$ cat src/hw/rtl/pbpc_pkg.sv
// Shared constants, types and sequencer states of the polygon boundary point clamp.
`default_nettype none

package pbpc_pkg;

   // Polygon storage and coordinate format (signed Q15.8)
   localparam int MAX_VERTICES      = 16;
   localparam int COORD_WIDTH       = 24;
   localparam int VIDX_WIDTH        = 4;
   localparam int COUNT_WIDTH       = 5;
   localparam int MIN_POLY_VERTICES = 3;

   // Edge differences carry one extra bit, their products twice that
   localparam int DIFF_WIDTH = COORD_WIDTH + 1;
   localparam int PROD_WIDTH = 2 * DIFF_WIDTH;

   // Register port
   localparam int CSR_ADDR_WIDTH  = 3;
   localparam int CSR_DATA_WIDTH  = 32;
   localparam int CSR_INDEX_WIDTH = CSR_ADDR_WIDTH - 2;

   typedef logic signed [COORD_WIDTH-1:0] coord_type;
   typedef logic signed [DIFF_WIDTH-1:0]  diff_type;
   typedef logic signed [PROD_WIDTH-1:0]  prod_type;
   typedef logic [VIDX_WIDTH-1:0]         vidx_type;
   typedef logic [COUNT_WIDTH-1:0]        count_type;
   typedef logic [CSR_INDEX_WIDTH-1:0]    csr_index_type;

   // Register indexes
   localparam csr_index_type CSR_VERTEX_COUNT = csr_index_type'(0);

   // Request codes
   localparam logic REQ_WRITE_VERTEX = 1'b0;
   localparam logic REQ_QUERY_POINT  = 1'b1;

   // Sequencer states
   typedef enum logic [2:0] {
      ST_IDLE,
      ST_FETCH,
      ST_DIFF,
      ST_MUL_A,
      ST_MUL_B,
      ST_TALLY,
      ST_FINISH
   } state_type;

endpackage

`default_nettype wire

$ cat src/hw/rtl/pbpc_req_if.sv
// Request channel: vertex writes and point queries.
`default_nettype none

interface pbpc_req_if import pbpc_pkg::*; ();

   logic      valid;
   logic      ready;
   logic      req_type;
   vidx_type  vertex_index;
   coord_type point_x;
   coord_type point_y;

   modport source (
      output valid, req_type, vertex_index, point_x, point_y,
      input  ready
   );

   modport sink (
      input  valid, req_type, vertex_index, point_x, point_y,
      output ready
   );

endinterface

`default_nettype wire

$ cat src/hw/rtl/pbpc_rsp_if.sv
// Response channel: inside flag, status flags and resulting point.
`default_nettype none

interface pbpc_rsp_if import pbpc_pkg::*; ();

   logic      valid;
   logic      ready;
   logic      inside_res;
   logic      was_clamped;
   logic      too_few_vertices;
   coord_type result_x;
   coord_type result_y;

   modport source (
      output valid, inside_res, was_clamped, too_few_vertices, result_x, result_y,
      input  ready
   );

   modport sink (
      input  valid, inside_res, was_clamped, too_few_vertices, result_x, result_y,
      output ready
   );

endinterface

`default_nettype wire

$ cat src/hw/rtl/polygon_boundary_point_clamp.sv
// Top level of the polygon boundary point clamp: vertex store, edge sequencer and clamp.
`default_nettype none

// Vertex writes are taken while idle and give no response. A point query walks the n
// vertices in use (vertex_count, capped at sixteen) one edge at a time: ST_DIFF forms
// the edge differences, then the single shared 25x25 multiplier forms the two cross
// products in ST_MUL_A and ST_MUL_B; with fewer than three vertices the query goes
// straight to ST_FINISH. The bounding box is gathered during the same sweep. One query
// is in flight at a time; the request channel is ready again once the response sits in
// the output register. Reading a vertex slot in use that was never written gives an
// undefined result.

module polygon_boundary_point_clamp import pbpc_pkg::*; (
   input  wire logic                      clock,
   input  wire logic                      reset,
   pbpc_req_if.sink                       req_chan,
   pbpc_rsp_if.source                     rsp_chan,
   input  wire logic                      psel,
   input  wire logic                      penable,
   input  wire logic                      pwrite,
   input  wire logic [CSR_ADDR_WIDTH-1:0] paddr,
   input  wire logic [CSR_DATA_WIDTH-1:0] pwdata,
   output logic      [CSR_DATA_WIDTH-1:0] prdata,
   output logic                           pready
);

   localparam count_type VERTEX_LIMIT = count_type'(MAX_VERTICES);
   localparam count_type MIN_COUNT    = count_type'(MIN_POLY_VERTICES);
   localparam count_type COUNT_ONE    = count_type'(1);
   localparam vidx_type  VIDX_ONE     = vidx_type'(1);

   // Control state
   state_type state_ff, state_in;
   count_type vertex_count_ff, vertex_count_in;
   logic      rsp_valid_ff, rsp_valid_in;
   logic      cmp_pend_ff, cmp_pend_in;

   // Query datapath
   coord_type px_ff, px_in, py_ff, py_in;
   vidx_type  idx_ff, idx_in, last_idx_ff, last_idx_in;
   logic      few_ff, few_in, parity_ff, parity_in;
   coord_type prev_x_ff, prev_x_in, prev_y_ff, prev_y_in;
   coord_type min_x_ff, min_x_in, max_x_ff, max_x_in;
   coord_type min_y_ff, min_y_in, max_y_ff, max_y_in;
   diff_type  a_ff, a_in, dy_ff, dy_in, b_ff, b_in, c_ff, c_in;
   logic      straddle_ff, straddle_in;
   prod_type  prod_a_ff, prod_a_in, prod_b_ff, prod_b_in;

   // Response payload
   logic      inside_ff, inside_in, clamped_ff, clamped_in, too_few_ff, too_few_in;
   coord_type res_x_ff, res_x_in, res_y_ff, res_y_in;

   // Vertex store
   coord_type vtx_x_mem [MAX_VERTICES];
   coord_type vtx_y_mem [MAX_VERTICES];
   coord_type rd_x_ff, rd_y_ff;
   vidx_type  mem_raddr;
   logic      mem_we;

   // Shared multiplier and crossing test
   diff_type  mul_op_a, mul_op_b;
   prod_type  mul_p;
   logic      dy_pos, dy_neg, crossing;
   count_type count_eff;
   logic      out_free;
   logic      csr_write;
   csr_index_type csr_index;

   // Register port
   assign pready    = 1'b1;
   assign csr_index = paddr[CSR_ADDR_WIDTH-1:2];
   assign csr_write = psel && penable && pwrite && pready;

   always_comb begin
      vertex_count_in = vertex_count_ff;
      if (csr_write && csr_index == CSR_VERTEX_COUNT) begin
         vertex_count_in = pwdata[COUNT_WIDTH-1:0];
      end
   end

   always_comb begin
      prdata = '0;
      if (csr_index == CSR_VERTEX_COUNT) begin
         prdata = {{(CSR_DATA_WIDTH-COUNT_WIDTH){1'b0}}, vertex_count_ff};
      end
   end

   // Channel handshakes and response ports
   assign req_chan.ready            = (state_ff == ST_IDLE);
   assign rsp_chan.valid            = rsp_valid_ff;
   assign rsp_chan.inside_res       = inside_ff;
   assign rsp_chan.was_clamped      = clamped_ff;
   assign rsp_chan.too_few_vertices = too_few_ff;
   assign rsp_chan.result_x         = res_x_ff;
   assign rsp_chan.result_y         = res_y_ff;
   assign out_free                  = !rsp_valid_ff || rsp_chan.ready;

   // Vertices in use, capped at the store depth
   assign count_eff = (vertex_count_ff > VERTEX_LIMIT) ? VERTEX_LIMIT : vertex_count_ff;

   // Shared multiplier: (px - xi) * dy first, then (xj - xi) * (py - yi)
   assign mul_op_a = (state_ff == ST_MUL_A) ? a_ff  : b_ff;
   assign mul_op_b = (state_ff == ST_MUL_A) ? dy_ff : c_ff;
   assign mul_p    = prod_type'(mul_op_a) * prod_type'(mul_op_b);

   // Crossing decision for the edge whose products just landed
   assign dy_neg   = dy_ff[DIFF_WIDTH-1];
   assign dy_pos   = !dy_ff[DIFF_WIDTH-1] && (dy_ff != '0);
   assign crossing = cmp_pend_ff && straddle_ff &&
                     ((dy_pos && (prod_a_ff < prod_b_ff)) ||
                      (dy_neg && (prod_a_ff > prod_b_ff)));

   // Sequencer: next state and datapath updates
   always_comb begin
      state_in    = state_ff;
      mem_we      = 1'b0;
      mem_raddr   = idx_ff;
      cmp_pend_in = 1'b0;
      parity_in   = parity_ff ^ crossing;
      px_in       = px_ff;
      py_in       = py_ff;
      idx_in      = idx_ff;
      last_idx_in = last_idx_ff;
      few_in      = few_ff;
      prev_x_in   = prev_x_ff;
      prev_y_in   = prev_y_ff;
      min_x_in    = min_x_ff;
      max_x_in    = max_x_ff;
      min_y_in    = min_y_ff;
      max_y_in    = max_y_ff;
      a_in        = a_ff;
      dy_in       = dy_ff;
      b_in        = b_ff;
      c_in        = c_ff;
      straddle_in = straddle_ff;
      prod_a_in   = prod_a_ff;
      prod_b_in   = prod_b_ff;
      rsp_valid_in = rsp_valid_ff && !rsp_chan.ready;
      inside_in   = inside_ff;
      clamped_in  = clamped_ff;
      too_few_in  = too_few_ff;
      res_x_in    = res_x_ff;
      res_y_in    = res_y_ff;

      unique case (state_ff)
         ST_IDLE: begin
            if (req_chan.valid) begin
               if (req_chan.req_type == REQ_WRITE_VERTEX) begin
                  mem_we = 1'b1;
               end else begin
                  px_in     = req_chan.point_x;
                  py_in     = req_chan.point_y;
                  parity_in = 1'b0;
                  idx_in    = '0;
                  if (count_eff < MIN_COUNT) begin
                     few_in   = 1'b1;
                     state_in = ST_FINISH;
                  end else begin
                     few_in      = 1'b0;
                     last_idx_in = vidx_type'(count_eff - COUNT_ONE);
                     mem_raddr   = vidx_type'(count_eff - COUNT_ONE);
                     state_in    = ST_FETCH;
                  end
               end
            end
         end
         ST_FETCH: begin
            // closing vertex becomes the first edge's far end and seeds the box
            prev_x_in = rd_x_ff;
            prev_y_in = rd_y_ff;
            min_x_in  = rd_x_ff;
            max_x_in  = rd_x_ff;
            min_y_in  = rd_y_ff;
            max_y_in  = rd_y_ff;
            mem_raddr = idx_ff;
            state_in  = ST_DIFF;
         end
         ST_DIFF: begin
            straddle_in = (rd_y_ff > py_ff) != (prev_y_ff > py_ff);
            a_in  = diff_type'(px_ff) - diff_type'(rd_x_ff);
            dy_in = diff_type'(prev_y_ff) - diff_type'(rd_y_ff);
            b_in  = diff_type'(prev_x_ff) - diff_type'(rd_x_ff);
            c_in  = diff_type'(py_ff) - diff_type'(rd_y_ff);
            prev_x_in = rd_x_ff;
            prev_y_in = rd_y_ff;
            if (rd_x_ff < min_x_ff) min_x_in = rd_x_ff;
            if (rd_x_ff > max_x_ff) max_x_in = rd_x_ff;
            if (rd_y_ff < min_y_ff) min_y_in = rd_y_ff;
            if (rd_y_ff > max_y_ff) max_y_in = rd_y_ff;
            state_in = ST_MUL_A;
         end
         ST_MUL_A: begin
            prod_a_in = mul_p;
            state_in  = ST_MUL_B;
         end
         ST_MUL_B: begin
            prod_b_in   = mul_p;
            cmp_pend_in = 1'b1;
            if (idx_ff == last_idx_ff) begin
               state_in = ST_TALLY;
            end else begin
               idx_in    = idx_ff + VIDX_ONE;
               mem_raddr = idx_ff + VIDX_ONE;
               state_in  = ST_DIFF;
            end
         end
         ST_TALLY: begin
            // last edge's crossing folds into the parity here
            state_in = ST_FINISH;
         end
         ST_FINISH: begin
            if (out_free) begin
               rsp_valid_in = 1'b1;
               too_few_in   = few_ff;
               inside_in    = !few_ff && parity_ff;
               clamped_in   = !few_ff && !parity_ff;
               res_x_in     = px_ff;
               res_y_in     = py_ff;
               if (!few_ff && !parity_ff) begin
                  if (px_ff < min_x_ff)      res_x_in = min_x_ff;
                  else if (px_ff > max_x_ff) res_x_in = max_x_ff;
                  if (py_ff < min_y_ff)      res_y_in = min_y_ff;
                  else if (py_ff > max_y_ff) res_y_in = max_y_ff;
               end
               state_in = ST_IDLE;
            end
         end
         default: begin
            state_in = ST_IDLE;
         end
      endcase
   end

   // Control registers
   always_ff @(posedge clock) begin
      if (reset) begin
         state_ff        <= ST_IDLE;
         vertex_count_ff <= '0;
         rsp_valid_ff    <= 1'b0;
         cmp_pend_ff     <= 1'b0;
      end else begin
         state_ff        <= state_in;
         vertex_count_ff <= vertex_count_in;
         rsp_valid_ff    <= rsp_valid_in;
         cmp_pend_ff     <= cmp_pend_in;
      end
   end

   // Datapath and payload registers
   always_ff @(posedge clock) begin
      px_ff       <= px_in;
      py_ff       <= py_in;
      idx_ff      <= idx_in;
      last_idx_ff <= last_idx_in;
      few_ff      <= few_in;
      parity_ff   <= parity_in;
      prev_x_ff   <= prev_x_in;
      prev_y_ff   <= prev_y_in;
      min_x_ff    <= min_x_in;
      max_x_ff    <= max_x_in;
      min_y_ff    <= min_y_in;
      max_y_ff    <= max_y_in;
      a_ff        <= a_in;
      dy_ff       <= dy_in;
      b_ff        <= b_in;
      c_ff        <= c_in;
      straddle_ff <= straddle_in;
      prod_a_ff   <= prod_a_in;
      prod_b_ff   <= prod_b_in;
      inside_ff   <= inside_in;
      clamped_ff  <= clamped_in;
      too_few_ff  <= too_few_in;
      res_x_ff    <= res_x_in;
      res_y_ff    <= res_y_in;
   end

   // Vertex store: one write port, one registered read port
   always_ff @(posedge clock) begin
      if (mem_we) begin
         vtx_x_mem[req_chan.vertex_index] <= req_chan.point_x;
         vtx_y_mem[req_chan.vertex_index] <= req_chan.point_y;
      end
      rd_x_ff <= vtx_x_mem[mem_raddr];
      rd_y_ff <= vtx_y_mem[mem_raddr];
   end

endmodule

`default_nettype wire
$ cat src/flat_wrapper.sv
// flat-port wrapper written by rule: the top's interface ports become plain ports
module polygon_boundary_point_clamp_flat import pbpc_pkg::*;
  (clock, reset, psel, penable, pwrite, paddr, pwdata, prdata, pready, req_chan_valid, req_chan_req_type, req_chan_vertex_index, req_chan_point_x, req_chan_point_y, req_chan_ready, rsp_chan_valid, rsp_chan_inside_res, rsp_chan_was_clamped, rsp_chan_too_few_vertices, rsp_chan_result_x, rsp_chan_result_y, rsp_chan_ready);
  pbpc_req_if req_chan_i ();
  pbpc_rsp_if rsp_chan_i ();
  input  wire logic clock;
  input  wire logic reset;
  input  wire logic psel;
  input  wire logic penable;
  input  wire logic pwrite;
  input  wire logic [CSR_ADDR_WIDTH-1:0] paddr;
  input  wire logic [CSR_DATA_WIDTH-1:0] pwdata;
  output logic      [CSR_DATA_WIDTH-1:0] prdata;
  output logic pready;
  input wire logic [$bits(req_chan_i.valid)-1:0] req_chan_valid;
  input wire logic [$bits(req_chan_i.req_type)-1:0] req_chan_req_type;
  input wire logic [$bits(req_chan_i.vertex_index)-1:0] req_chan_vertex_index;
  input wire logic [$bits(req_chan_i.point_x)-1:0] req_chan_point_x;
  input wire logic [$bits(req_chan_i.point_y)-1:0] req_chan_point_y;
  output wire logic [$bits(req_chan_i.ready)-1:0] req_chan_ready;
  output wire logic [$bits(rsp_chan_i.valid)-1:0] rsp_chan_valid;
  output wire logic [$bits(rsp_chan_i.inside_res)-1:0] rsp_chan_inside_res;
  output wire logic [$bits(rsp_chan_i.was_clamped)-1:0] rsp_chan_was_clamped;
  output wire logic [$bits(rsp_chan_i.too_few_vertices)-1:0] rsp_chan_too_few_vertices;
  output wire logic [$bits(rsp_chan_i.result_x)-1:0] rsp_chan_result_x;
  output wire logic [$bits(rsp_chan_i.result_y)-1:0] rsp_chan_result_y;
  input wire logic [$bits(rsp_chan_i.ready)-1:0] rsp_chan_ready;
  assign req_chan_i.valid = req_chan_valid;
  assign req_chan_i.req_type = req_chan_req_type;
  assign req_chan_i.vertex_index = req_chan_vertex_index;
  assign req_chan_i.point_x = req_chan_point_x;
  assign req_chan_i.point_y = req_chan_point_y;
  assign req_chan_ready = req_chan_i.ready;
  assign rsp_chan_valid = rsp_chan_i.valid;
  assign rsp_chan_inside_res = rsp_chan_i.inside_res;
  assign rsp_chan_was_clamped = rsp_chan_i.was_clamped;
  assign rsp_chan_too_few_vertices = rsp_chan_i.too_few_vertices;
  assign rsp_chan_result_x = rsp_chan_i.result_x;
  assign rsp_chan_result_y = rsp_chan_i.result_y;
  assign rsp_chan_i.ready = rsp_chan_ready;
  polygon_boundary_point_clamp u_core (.clock(clock), .reset(reset), .req_chan(req_chan_i), .rsp_chan(rsp_chan_i), .psel(psel), .penable(penable), .pwrite(pwrite), .paddr(paddr), .pwdata(pwdata), .prdata(prdata), .pready(pready));
endmodule
$ cat config.mk
export PLATFORM = sky130hd
export DESIGN_NAME = polygon_boundary_point_clamp_flat
export DESIGN_NICKNAME = d
export VERILOG_FILES = /design/src/hw/rtl/pbpc_pkg.sv /design/src/hw/rtl/pbpc_req_if.sv /design/src/hw/rtl/pbpc_rsp_if.sv /design/src/hw/rtl/polygon_boundary_point_clamp.sv /design/src/flat_wrapper.sv
export SDC_FILE = /design/constraint.sdc
export NUM_CORES = 2
export LEC_CHECK = 0
export ABC_AREA = 1
export BUFFER_PORTS_ARGS = -buffer_cell sky130_fd_sc_hd__buf_2
export CELL_PAD_IN_SITES_DETAIL_PLACEMENT = 0
export CELL_PAD_IN_SITES_GLOBAL_PLACEMENT = 1
export CORE_MARGIN = 2
export CORE_UTILIZATION = 47
export CTS_BUF_LIST = sky130_fd_sc_hd__clkbuf_8
export DETAILED_ROUTE_END_ITERATION = 6
export PLACE_DENSITY = 0.87
export SLEW_MARGIN = 20
export SYNTH_ARGS = -nofsm -noshare
export SYNTH_HDL_FRONTEND = slang
export SYNTH_SLANG_ARGS = --single-unit
export TNS_END_PERCENT = 30
$ cat constraint.sdc
create_clock -name clock -period 10.2 [get_ports clock]
set_clock_uncertainty 0.1 [all_clocks]
set_input_delay 3.06 -clock clock [delete_from_list [all_inputs] [get_ports clock]]
set_output_delay 3.06 -clock clock [all_outputs]
set_load 0.01 [all_outputs]
==> flow_summary.ini <==
[outcome]
status = finished clean

[critical_path]
worst_path_most_repeated_cell = sky130_fd_sc_hd__inv_1
critPathSlowestCell = sky130_fd_sc_hd__fa_1
worst_path_arrival_time_ps = 10010
critical_path.n_buffers_inverters = 10
critical_path_required_ps = 10760
worst_setup_path_end_kind = flip-flop
startpoint_type_of_the_worst_setup_path = flip-flop
path_max_fanout = 24
max_stage_delay_ps = 840
critical_path.top_delay_family = adder cells
timing.setup.critical_path_class = reg2reg

[global_route]
antenna_violations_before_repair = 20
grt_pass1_wl_um = 363000
vias_in_the_first_global_route = 64200
sum_of_overflow_across_all_layers_after_global_routing = 0
all_layer_global_routing_usage_pct = 25.1
grt_start_max_net_pins = 133

[cts]
tritoncts_num_sinks = 1280
cts.repair.resized = 0
cts.htree.levels = 4
worst_setup_hold_path_clk_slew_ps = 60
cts.root.buffer_cell = sky130_fd_sc_hd__clkbuf_8
clk_latency_ps = 1010
cts.repair_timing.setup_buffer_count = 0
holdBufCountCts = 0
total_clock_buffers_created_by_cts = 208
ctsLongestPathBuffers = 3
tritoncts = built

[floorplan]
floorplan.die_area_mm2 = 0.188
chipWidth_um = 433
placement_rows = 157
placeableCoreArea_mm2 = 0.183
floorplan.initialDensity_pct = 47.3
floorplan.io_pins = 181
floorplan.die.height_um = 433

[route]
num_vias = 63300
via_per_inst = 5.39
routed_length_per_placed_instance_um = 20.1
met2_length_um = 116000
routed_length_on_met3_um = 17300
met1Wirelength_um = 90800
antenna_violating_nets_post_route = 0
drtPass1Iterations = 6
route.top_layer_used = met5
routed_wirelength_um = 236000
initialDrtViolationCount = 5684
remaining_drc_errors = 0

[finish]
layout-drive-gt1-share_pct = 6.69
final_nets = 10400
areaGrowthSynthToFinish_pct = 8.73
num-fill-cells = 16500
utilization_pct = 51.5

[yosys]
synth.top_cells.by_area = sky130_fd_sc_hd__edfxtp_1 42%, sky130_fd_sc_hd__fa_1 15%, sky130_fd_sc_hd__inv_1 8.4%
synth_enable_flop_cells = 1221
cell_type_with_the_largest_total_area_after_synthesis = sky130_fd_sc_hd__edfxtp_1
post-synth-top-area-fraction_pct = 42.3
netlist_instances = 9009
synthesis.area_mm2 = 0.0867
ys_dominant_reg_cell = sky130_fd_sc_hd__edfxtp_1
synth.distinct_cells = 55
ys_seq_area_share_pct = 43.7
yosys_register_bits = 1280
asr_flop_ratio_synth_pct = 0
synth.yosys.warnings = 0
avgSynthCellArea_um2 = 9.62

[sta]
final.period_utilization_pct = 92.7
slew_viol_final = 0
timing_hold_violations_final = 0
fin_setup_tns_ps = 0
max_slew.worst_pin.slew_ps = 1190
worst_slew_slack_as_a_fraction_of_its_limit_pct = 20.3
unrepaired_setup_endpoints_after_global_routing = false
maxClockFrequency_mhz = 106
setup_violations = 0
fin_crit_ps = 9450

[place]
buffer_ports.inserted = 123
gp_congestion = 0.956
post-dp-hpwl_um = 163000

[worst_hold_path]
hold_path_class = reg2reg

[flow_run]
cap_viol_max_count = 0
-- layout make-up --
| class | count | area (um^2) | area share, % |
|---|---|---|---|
| Multi-Input combinational cell | 5415 | 39900 | 42.4 |
| Sequential cell | 1280 | 37800 | 40.2 |
| Inverter | 1947 | 7320 | 7.77 |
| Clock buffer | 234 | 3220 | 3.42 |
| Tap cell | 2464 | 3080 | 3.27 |
| Timing Repair Buffer | 244 | 1610 | 1.71 |
| Clock inverter | 149 | 1190 | 1.26 |
| Antenna cell | 10 | 25.0 | 0.0266 |
-- routing by layer --
metal | global-route usage [%] | up-vias
met5 | 0 | -
met3 | 4.18 | 592
met4 | 12.7 | 20
li1 | - | 29300
met1 | 30.8 | 30900
met2 | 42.7 | 2507
-- sequential cells by signal (all words and copies together) (netlist names), 25 cells and up --
signal            cells
u_core.vtx_y_mem    384
u_core.dy_ff         25
u_core.prod_b_ff     50
u_core.vtx_x_mem    384
u_core.prod_a_ff     50
u_core.c_ff          25
u_core.a_ff          25
u_core.b_ff          25
-- cells in the final DEF, fill, tap and decap left out, types with 123 or more instances in the layout --
master and n:
sky130_fd_sc_hd__nor2_1 518, sky130_fd_sc_hd__edfxtp_1 1221, sky130_fd_sc_hd__inv_1 1988, sky130_fd_sc_hd__nand4_1 402
sky130_fd_sc_hd__o21ai_0 152, sky130_fd_sc_hd__ha_1 502, sky130_fd_sc_hd__nand3_1 849, sky130_fd_sc_hd__buf_2 123
sky130_fd_sc_hd__a21oi_1 284, sky130_fd_sc_hd__fa_1 662, sky130_fd_sc_hd__clkbuf_8 234, sky130_fd_sc_hd__nand2_1 1549
-- synthesized netlist by cell type (13+ instances only) --
library cell	number
sky130_fd_sc_hd__nand4_1	402
sky130_fd_sc_hd__o21bai_1	20
sky130_fd_sc_hd__a31oi_1	14
sky130_fd_sc_hd__clkbuf_1	156
sky130_fd_sc_hd__dfxtp_1	59
sky130_fd_sc_hd__o21a_1	13
sky130_fd_sc_hd__buf_2	177
sky130_fd_sc_hd__nand3_1	849
sky130_fd_sc_hd__a21oi_1	284
sky130_fd_sc_hd__xor2_1	103
sky130_fd_sc_hd__a21o_1	25
sky130_fd_sc_hd__nor3_1	40
sky130_fd_sc_hd__o21ai_0	167
sky130_fd_sc_hd__xnor2_1	53
sky130_fd_sc_hd__nand2_1	1554
sky130_fd_sc_hd__buf_4	44
sky130_fd_sc_hd__buf_1	14
sky130_fd_sc_hd__nor2_1	535
sky130_fd_sc_hd__edfxtp_1	1221
sky130_fd_sc_hd__nor4_1	15
sky130_fd_sc_hd__ha_1	502
sky130_fd_sc_hd__fa_1	662
sky130_fd_sc_hd__inv_1	1930
sky130_fd_sc_hd__o21ai_1	57
-- worst paths after layout --
check        slack (ps)                   end  cells after the start          startpoint
max                 750  u_core.prod_b_ff[49]                     26  u_core.state_ff[0]
min reg2reg         420   u_core.prev_x_ff[2]                      0   u_core.rd_x_ff[2]
max reg2reg         750  u_core.prod_b_ff[49]                     26  u_core.state_ff[0]
min                 420   u_core.prev_x_ff[2]                      0   u_core.rd_x_ff[2]
-- cell families (layout without fill, tap and decap cells) --
family / count (synthesis) / count (layout) / synth area share, %
buffers and inverters: 2340 / 2574 / 10.6
adders and majority gates: 1164 / 1164 / 22.5
other: 2 / 38 / 0.00866
AOI/OAI and AO/OA: 638 / 638 / 4.11
DFF: 1280 / 1280 / 43.7
and+or+nand+nor: 3429 / 3429 / 17.5
xor gates and xnor gates: 156 / 156 / 1.58
-- per-stage QoR --
step	worst slack, ps	cells	hold slack (ps)	area, um^2
6_report	748	11700	423	94200
5_1_grt	386	11700	445	94200
4_1_cts	870	11700	419	94200
3_5_place_dp	909	11400	420	89800
3_3_place_gp	967	11400	411	89800
2_1_floorplan	304	9035	351	86800
Power is left out: the tool's default activity adds up to more than one toggle a clock period on the data nets, which glitch-free logic cannot reach.
